`config.mk`:
```
export PLATFORM = sky130hd
export DESIGN_NAME = tmp_front
export DESIGN_NICKNAME = d
export VERILOG_FILES = /design/src/sv/tmp_pkg.sv /design/src/sv/tmp_front.sv
export SDC_FILE = /design/constraint.sdc
export NUM_CORES = 1
export LEC_CHECK = 0
export CELL_PAD_IN_SITES_DETAIL_PLACEMENT = 0
export CELL_PAD_IN_SITES_GLOBAL_PLACEMENT = 1
export CORE_UTILIZATION = 53
export CTS_CLUSTER_SIZE = 24
export DETAILED_ROUTE_END_ITERATION = 8
export DONT_BUFFER_PORTS = 1
export PLACE_DENSITY_LB_ADDON = 0.1
export SKIP_CTS_REPAIR_TIMING = 1
export SYNTH_ARGS = -nofsm -noshare
export SYNTH_HDL_FRONTEND = slang
export SYNTH_SLANG_ARGS = --single-unit
export TNS_END_PERCENT = 30
```
`constraint.sdc`:
```
create_clock -name clk_i -period 3.7 [get_ports clk_i]
set_clock_uncertainty 0.15 [all_clocks]
set_input_delay 0 -clock clk_i [delete_from_list [all_inputs] [get_ports clk_i]]
set_output_delay 0 -clock clk_i [all_outputs]
set_load 0.01 [all_outputs]
```
`src/sv/tmp_pkg.sv`:
```
// Shared types and constants for the trapezoid motion profile block.
// No dependencies; imported by every module of the block.
package tmp_pkg;

  typedef enum logic [1:0] {
    OP_TICK  = 2'd0,
    OP_START = 2'd1,
    OP_STOP  = 2'd2,
    OP_RESET = 2'd3
  } op_e;

  typedef enum logic [1:0] {
    PH_IDLE  = 2'd0,
    PH_ACCEL = 2'd1,
    PH_BRAKE = 2'd2,
    PH_DONE  = 2'd3
  } phase_e;

  localparam logic [1:0] CFG_DISTANCE = 2'd0;
  localparam logic [1:0] CFG_PEAK     = 2'd1;
  localparam logic [1:0] CFG_END      = 2'd2;
  localparam logic [1:0] CFG_ACCEL    = 2'd3;

  localparam int unsigned DIV_W  = 49;
  localparam int unsigned DIVR_W = 32;

  localparam logic [31:0] FX_ONE    = 32'd65536;
  localparam logic [33:0] FX_EIGHTH = 34'd8192;
  localparam logic [31:0] US_PER_S  = 32'd1000000;
  // floor(2^47 / 1e6); applied to the top 32 bits of a 47-bit product
  localparam logic [27:0] US_RECIP  = 28'd140737488;

  typedef struct packed {
    logic [1:0]         op;
    logic [15:0]        tick_time_us;
    logic signed [31:0] measured_speed;
  } in_item_t;

  typedef struct packed {
    logic signed [31:0] command_speed;
    logic signed [31:0] travelled;
    logic [1:0]         phase;
    logic               done_res;
  } out_res_t;

  typedef struct packed {
    op_e                op;
    logic [15:0]        us;
    logic signed [31:0] fb;
  } q_item_t;

  typedef struct packed {
    logic              start;
    logic [DIV_W-1:0]  dividend;
    logic [DIVR_W-1:0] divisor;
  } div_req_t;

  typedef struct packed {
    logic             done;
    logic [DIV_W-1:0] quotient;
  } div_rsp_t;

  function automatic logic [31:0] abs32(logic signed [31:0] v);
    return v[31] ? 32'(-v) : 32'(v);
  endfunction

  // magnitude with the most negative value pinned to the largest positive one
  function automatic logic [30:0] mag_sat(logic signed [31:0] v);
    logic [31:0] m;
    m = abs32(v);
    return m[31] ? 31'h7FFF_FFFF : m[30:0];
  endfunction

endpackage

```
`src/sv/tmp_front.sv`:
```
// Command intake: accepts requests, decodes the opcode and buffers them.
// Depends on tmp_pkg.
module tmp_front import tmp_pkg::*; #(
  parameter int unsigned QUEUE_DEPTH = 2
) (
  input  logic     clk_i,
  input  logic     rst_ni,
  input  logic     in_valid_i,
  output logic     in_stall_o,
  input  in_item_t in_item_i,
  output logic     q_valid_o,
  output q_item_t  q_item_o,
  input  logic     q_pop_i
);

  localparam int unsigned PW = (QUEUE_DEPTH > 1) ? $clog2(QUEUE_DEPTH) : 1;
  localparam int unsigned CW = $clog2(QUEUE_DEPTH + 1);

  q_item_t         mem_q [QUEUE_DEPTH];
  logic [PW-1:0]   wr_ptr_q, rd_ptr_q;
  logic [CW-1:0]   cnt_q;
  logic            push, pop;
  q_item_t         dec;

  assign in_stall_o = (cnt_q == CW'(QUEUE_DEPTH));
  assign q_valid_o  = (cnt_q != '0);
  assign q_item_o   = mem_q[rd_ptr_q];
  assign push       = in_valid_i && !in_stall_o;
  assign pop        = q_pop_i && q_valid_o;

  always_comb begin
    dec.op = op_e'(in_item_i.op);
    dec.us = in_item_i.tick_time_us;
    dec.fb = in_item_i.measured_speed;
  end

  always_ff @(posedge clk_i) begin
    if (push) mem_q[wr_ptr_q] <= dec;
  end

  always_ff @(posedge clk_i or negedge rst_ni) begin
    if (!rst_ni) begin
      wr_ptr_q <= '0;
      rd_ptr_q <= '0;
      cnt_q    <= '0;
    end else begin
      if (push) wr_ptr_q <= (wr_ptr_q == PW'(QUEUE_DEPTH - 1)) ? '0 : wr_ptr_q + 1'b1;
      if (pop)  rd_ptr_q <= (rd_ptr_q == PW'(QUEUE_DEPTH - 1)) ? '0 : rd_ptr_q + 1'b1;
      if (push && !pop)      cnt_q <= cnt_q + 1'b1;
      else if (pop && !push) cnt_q <= cnt_q - 1'b1;
    end
  end

endmodule

```
==> results of run 1 <==
metal layers:
metal | wire [um] | vias to the layer above
li1 | - | 798
met3 | 377 | 9
met2 | 3290 | 60
met5 | 0 | -
met1 | 2170 | 851
met4 | 94 | 0
registers in the layout, indices dropped and copies added (netlist names):
| name | flops |
|---|---|
| cnt_q | 2 |
| mem_q | 100 |
| rd_ptr_q | 1 |
| wr_ptr_q | 1 |
through the flow:
stage | hold WS (ns) | utilization, % | std cells
2_1_floorplan | -0.446 | - | 175
3_3_place_gp | -0.445 | 55.8 | 269
3_5_place_dp | -0.445 | 55.8 | 269
4_1_cts | -0.845 | 58.4 | 285
5_1_grt | 0.126 | 65.8 | 339
6_report | 0.145 | 65.8 | 339
worst paths after layout:
path,end,slack (ns),cells after the start
setup / recovery,mem_q[0][16]$_DFFE_PP_,1.45,4
hold / removal,mem_q[1][44]$_DFFE_PP_,0.14,1
setup reg to reg,mem_q[0][16]$_DFFE_PP_,1.45,4
hold reg to reg,cnt_q[1]$_DFFE_PN0P_,0.37,1
max in group asynchronous,rd_ptr_q$_DFFE_PN0P_,2.90,2
min in group asynchronous,cnt_q[0]$_DFFE_PN0P_,0.31,2
synth_stat cells:
master / count / area, sq um
or2_1: 1 / 6.26
nor2_1: 2 / 7.51
edfxtp_1: 100 / 3000
mux2_2: 1 / 11.3
ha_1: 1 / 12.5
buf_12: 5 / 100
nand2_1: 1 / 3.75
mux2_4: 49 / 736
nand2_2: 1 / 6.26
xnor2_1: 3 / 26.3
xor2_1: 2 / 17.5
inv_1: 2 / 7.51
dfrtp_1: 4 / 100
and3_1: 1 / 6.26
buf_6: 1 / 11.3
nand2b_1: 1 / 6.26
area by class of cell:
type	instances	area, sq um	share of cell area, %
timing repair buffer	55	548	11.4
clock inverter	7	62.6	1.30
sequential	104	3110	64.4
clock buffer	9	124	2.57
tap	99	124	2.57
multi-input combinational	63	848	17.6
inverter	2	7.51	0.156
worst reg2reg max path: stages (launching register included):
cell and delay [ns]:
dfrtp_1 0.43, nand2b_1 0.17, nand2_1 0.14, nor2_4 0.54, buf_4 0.47
power by group:
part	internal [mW]	switching (mW)	total [mW]
registers	1.62	0.224	1.84
clock network	0.260	0.387	0.647
logic	0.516	0.434	0.949
placed cells by master, fill, tap and decap left out:
| cell | instances |
|---|---|
| dfrtp_4 | 1 |
| inv_6 | 2 |
| dfrtp_1 | 3 |
| clkbuf_8 | 9 |
| edfxtp_1 | 100 |
| inv_8 | 2 |
| xnor2_1 | 3 |
| ha_1 | 1 |
| clkinv_4 | 2 |
| clkinv_2 | 1 |
| nand2b_1 | 1 |
| buf_4 | 1 |
| or2_1 | 1 |
| and3_2 | 1 |
| nand2_1 | 1 |
| dlygate4sd3_1 | 54 |
| nor2_4 | 1 |
| nand2_2 | 1 |
| nor2_1 | 1 |
| xor2_1 | 2 |
| mux2_2 | 1 |
| inv_1 | 2 |
| mux2_4 | 49 |
cell families after synthesis:
| family | after synthesis | synth area share, % |
|---|---|---|
| DFF | 104 | 76.4 |
| muxes | 50 | 18.4 |
| buffers and inverters | 8 | 2.93 |
| and+or+nand+nor | 7 | 0.894 |
| xor gates and xnor gates | 5 | 1.08 |
| adders and majority gates | 1 | 0.308 |
==> metrics.md, run 1 <==
| Metric | Value |
|---|---|
| Final WL | ~5.9 mm |
| Outcome | finished clean |
| Setup TNS | 0 ns |
| First-pass GRT wire length | 7.70 mm |
| Slowest CP cell | nor2_4 |
| Clk pin slew, worst setup/hold paths | 0.10 ns |
| Overall routing resource usage | between 10% and 20% |
| Area grow syn2layout | 18.7% |
| Reg-to-Reg Start | cnt_q[0]$_DFFE_PN0P_ |
| Core area | 7330 sq um |
| Worst Path Arrival | ~2.1 ns |
| Fmax | 445 MHz |
| Cell Area, Placed | 4090 sq um |
| Final setup violating endpoints | 0 |
| Skew-Pair Late Insertion Delay | about 0.35 ns |
| Initial antenna violation count | 0 |
| Ant. Diodes | 0 |
| Mapped Cells | 175 |
| Max Root-Sink Buffers | 2 |
| Period Utilization, post-route | 60.8% |
| Max-cap violation count | 0 |
| Critical path peak fanout | 28 |
| Routability cong. | 0.714 |
| Residual DRC count | 0 |
| Full die area | 8020 sq um |
| Place WS | roughly 1.4 ns |
| CP top delay family | simple AND/OR/NAND/NOR gates |
| Initial Util | 55.4% |
| Cell Area, Synth | 4060 sq um |
| GRT busiest layer | met2 |
| Fillers | ~470 |
| Met2 Usage GRT | 25.0% |
| First DRT Iteration DRCs | 96 |
| CP endpoint kind | register |
| H-tree levels | 3 |
| Row count | 31 |
| Clock tree from TritonCTS | done |
| Vias in the first global route | 1549 |
| Met3 GRT Util | 6.74% |
| Syn_nets | 230 |
| Worst Path Class, Setup | register to register |
| Die Span X | 89.5 um |
| RSZ-0062 raised after global routing | false |
| Min-delay src | in_item_i[44] |
| Post-detailed-route wirelength per cell | 17.5 um |
| Crit path cell chain | nand2b_1 -> nand2_1 -> nor2_4 -> buf_4 |
| Max stage delay on crit path | 0.54 ns |
| Final #Nets | 290 |
| Clock sink total | 104 |
| Synth Warn # | 0 |
| Clock buffer count from CTS | 9 |
| Routed Antenna Nets | 0 |
| DR vias/cell | 5.07 |
| GR Util met1 | 13.2% |
| Part of the Yosys area used for sequential elements | 76.4% |
| Leak Pwr | between 1.5 and 2 nW |
| Launching element type of the critical path | register |
| Synthesized area per cell | ~23 sq um |
| DRT Pass-1 Iters | 3 |
| DPL Wire Length | about 3.7 mm |
| Die Ht | 89.5 um |
| I/O pin total | 106 |
| Grt ovf | 0 |
| Maximum vdd drop | 0.000473 V |
| Design Area, Final | 4820 sq um |
| Slew @ Worst Pin | 1.17 ns |
| Synthesized flop and latch total | 104 |
| Critical Path RT | between 3 and 4 ns |
| Hold Crit Class | input port to register |
| PortBufs | 0 |
| Pwr Density | 713 nW/um^2 |
| Tmin final | 2.25 ns |
| Pwr Total | 3.44 mW |
| CTS root buffer | clkbuf_8 |
| Netlist cell types | 16 |
| Worst path bufs/invs | 1 |
| Largest net degree at the start of global routing | 52 |
| Final setup margin | around 1.5 ns |
| Layout cells sized above 1 | 29.6% |
| Rel. slew slack | between 20% and 30% |
| CP Launch Point | cnt_q[0]$_DFFE_PN0P_ |
| Max Slew Vio Count | 0 |
| Vias | 1718 |
| Final Hold Vio Count | 0 |
(Power assumes the default switching activity.)
==> run 2, diff against run 1 <==
ABC_AREA = 1   (was default)
CORE_UTILIZATION = 49   (was 53)
clock period = 2.1 ns   (was 3.7 ns; I/O delays follow)
==> run 2 against run 1 <==
  * Global-route usage up 1.9 points
  * Wire length grew 9.3%
  * Sequential power increased by 63%
  * Non-clock buffer count rose by 4
  * Final cell count grew 35%
  * Sequential share of layout area up 0.95 points
  * Largest cell class unchanged
  * Highest routed layer unchanged
==> metrics.md, run 2 <==
| Metric | Value |
|---|---|
| Outcome | finished clean |
| Synth cell count leaders | 148 x nand2_1, 100 x edfxtp_1, 13 x nand2_2 |
| Part of the Yosys area used for sequential elements | 78.6% |
| Hold path depth | 1 |
| Final #Nets | roughly 400 |
| Routed Antenna Nets | 0 |
| Final WL | 6.48 mm |
| Post-detailed-route wirelength per cell | 14.1 um |
| Netlist cell types | 18 |
| R2R cell count | 6 |
| Max Slew Vio Count | 0 |
| CP endpoint kind | output pin |
| Most frequent cell after synthesis | nand2_1 |
| Most frequent cells in the layout | 148 x nand2_1, 100 x edfxtp_1, 54 x dlygate4sd3_1 |
| RSZ-0062 raised after global routing | false |
| RR Endpoint | mem_q[0][13]$_DFFE_PP_ |
| Clock buffer count from CTS | 9 |
| Final Util | 61.1% |
| Largest net degree at the start of global routing | 52 |
| Initial Util | between 50 and 60% |
| Max reg flops | 100 |
| Clock tree from TritonCTS | done |
| PortBufs | 0 |
| Vias | 2157 |
| EDFF count, synth | 100 |
| Most area-consuming cells after synthesis | edfxtp_1 76%, nand2_1 14%, dfrtp_1 2.5% |
| Top Registers | mem_q: 100 flops, cnt_q: 2 flops |
| Top cell type's share of synthesized area | between 70% and 80% |
| Rel. slew slack | 69.4% |
| Final Hold Vio Count | 0 |
| DPL Wire Length | 3.83 mm |
| Leak Pwr | about 1.9 nW |
| Fillers | approximately 610 |
| Reg-to-Reg Start | cnt_q[1]$_DFFE_PN0P_ |
| CTS root buffer | clkbuf_8 |
| Largest Register | mem_q |
| Initial antenna violation count | 0 |
| Launching element type of the critical path | register |
| Core area | slightly below 8000 sq um |
| Worst Path Arrival | around 1.7 ns |
| Post-synthesis cell type with the largest combined area | edfxtp_1 |
| Syn_nets | roughly 350 |
| Row count | 32 |
| Worst hold endpoint | mem_q[0][16]$_DFFE_PP_ |
| Hold Crit Class | input port to register |
| Overall routing resource usage | about 16% |
| Die Ht | around 90 um |
| Final setup margin | between 0.2 and 0.25 ns |
| Vias in the first global route | 1954 |
| First DRT Iteration DRCs | between 80 and 90 |
| Slack of the worst reg-to-reg path | 0.42 ns |
| Clk pin slew, worst setup/hold paths | 0.09 ns |
| Mapped Cells | 293 |
| Maximum vdd drop | 0.000564 V |
| Place WS | 0.425 ns |
| Routability cong. | 0.727 |
| Period Utilization, post-route | between 80% and 90% |
| Die Span X | 91.8 um |
| Full die area | 8420 sq um |
| H-tree levels | 3 |
| I/O pin total | 106 |
| Tmin final | 1.87 ns |
| Ant. Diodes | 0 |
| Synthesized flop and latch total | 104 |
| Critical Path RT | 1.95 ns |
| Clock sink total | 104 |
| Worst Path Class, Setup | register to output pin |
| Area grow syn2layout | 20.3% |
| DRT Pass-1 Iters | 4 |
| Max-cap violation count | 0 |
| Final setup violating endpoints | 0 |
| Setup TNS | 0 ns |
| Fmax | approximately 540 MHz |
| Post-synth ARST share | approximately 3.8% |
| Layout cells sized above 1 | 10.4% |
| Slew @ Worst Pin | 0.458 ns |
| Critical path peak fanout | 31 |
| Min-delay src | in_item_i[16] |
| Max Root-Sink Buffers | 2 |
| Grt ovf | 0 |
| Cell Area, Synth | 3950 sq um |
| Synth Warn # | 0 |
| Synth Flop Type | edfxtp_1 |
| Skew-Pair Late Insertion Delay | 0.35 ns |
| DR vias/cell | 4.70 |
| Residual DRC count | 0 |
| First-pass GRT wire length | 9.73 mm |
| Synthesized area per cell | 13.5 sq um |
| Commonest non-fill, non-tap cell in the layout | nand2_1 |
| Pwr Density | between 1000 and 1500 nW/um^2 |
==> run 2: cell types whose count changed after synthesis, sizes merged, moves of 5 or more <==
cell and change:
mux2 -50, buf +5, nand2 +159, inv +6
==> run 2: cell type report <==
type	instances	area (sq um)	area share, %
Timing Repair Buffer	59	616	13.0
Sequential cell	104	3100	65.4
Clock inverter	4	21.3	0.448
Clock buffer	12	135	2.85
Inverter	8	35.0	0.738
Tap cell	102	128	2.69
Multi-Input combinational cell	170	708	14.9
==> run 2: logic make-up after synthesis <==
kind of cell             share of synthesized area [%]
buffers and inverters                             3.64
flip-flops                                        78.6
AO/OA/AOI/OAI                                    0.127
AND/OR/NAND/NOR                                   17.1
XOR/XNOR                                         0.222
adder cells (fa/ha/maj)                          0.317
==> run 2: per-stage QoR <==
stage | power [mW] | instances | hold slack (ns) | area [sq um]
after floorplan | 4.49 | 293 | -0.446 | 3960
after global placement | 4.76 | 389 | -0.445 | 4050
after detailed placement | 4.78 | 389 | -0.445 | 4050
after CTS | 5.80 | 405 | -0.839 | 4210
after global routing | 6.19 | 459 | 0.119 | 4750
final | 5.81 | 459 | 0.144 | 4750
==> run 2: power by group <==
group	internal, mW	switching (mW)
registers	2.82	0.181
logic	0.472	1.31
clock network	0.425	0.599
total	3.72	2.09
==> run 2: how the worst max path moves through the flow <==
| stage | startpoint | to | slack, ns | cells after the start |
|---|---|---|---|---|
| after floorplan | cnt_q[1]$_DFFE_PN0P_ | mem_q[0][0]$_DFFE_PP_ | -0.13 | 5 |
| after detailed placement | cnt_q[1]$_DFFE_PN0P_ | mem_q[0][16]$_DFFE_PP_ | 0.43 | 6 |
| final | rd_ptr_q$_DFFE_PN0P_ | q_item_o[37] | 0.23 | 3 |
| after global placement | cnt_q[1]$_DFFE_PN0P_ | mem_q[0][13]$_DFFE_PP_ | 0.44 | 6 |
| after global routing | rd_ptr_q$_DFFE_PN0P_ | q_item_o[13] | 0.09 | 3 |
| after CTS | rd_ptr_q$_DFFE_PN0P_ | q_item_o[37] | 0.19 | 3 |
==> run 2: critical path, cell delays in order, from the launching register on <==
cell and delay (ns):
dfrtp_2 0.66, buf_4 0.42, nand2_1 0.09, nand2_1 0.18
==> run 2: metal layers <==
layer	vias to the layer above	global-route usage (%)	share of wire [%]
met5	-	0	0
met3	10	8.46	7.9
li1	1095	-	-
met1	980	17.5	42
met4	0	7.81	1.7
met2	72	25.3	48
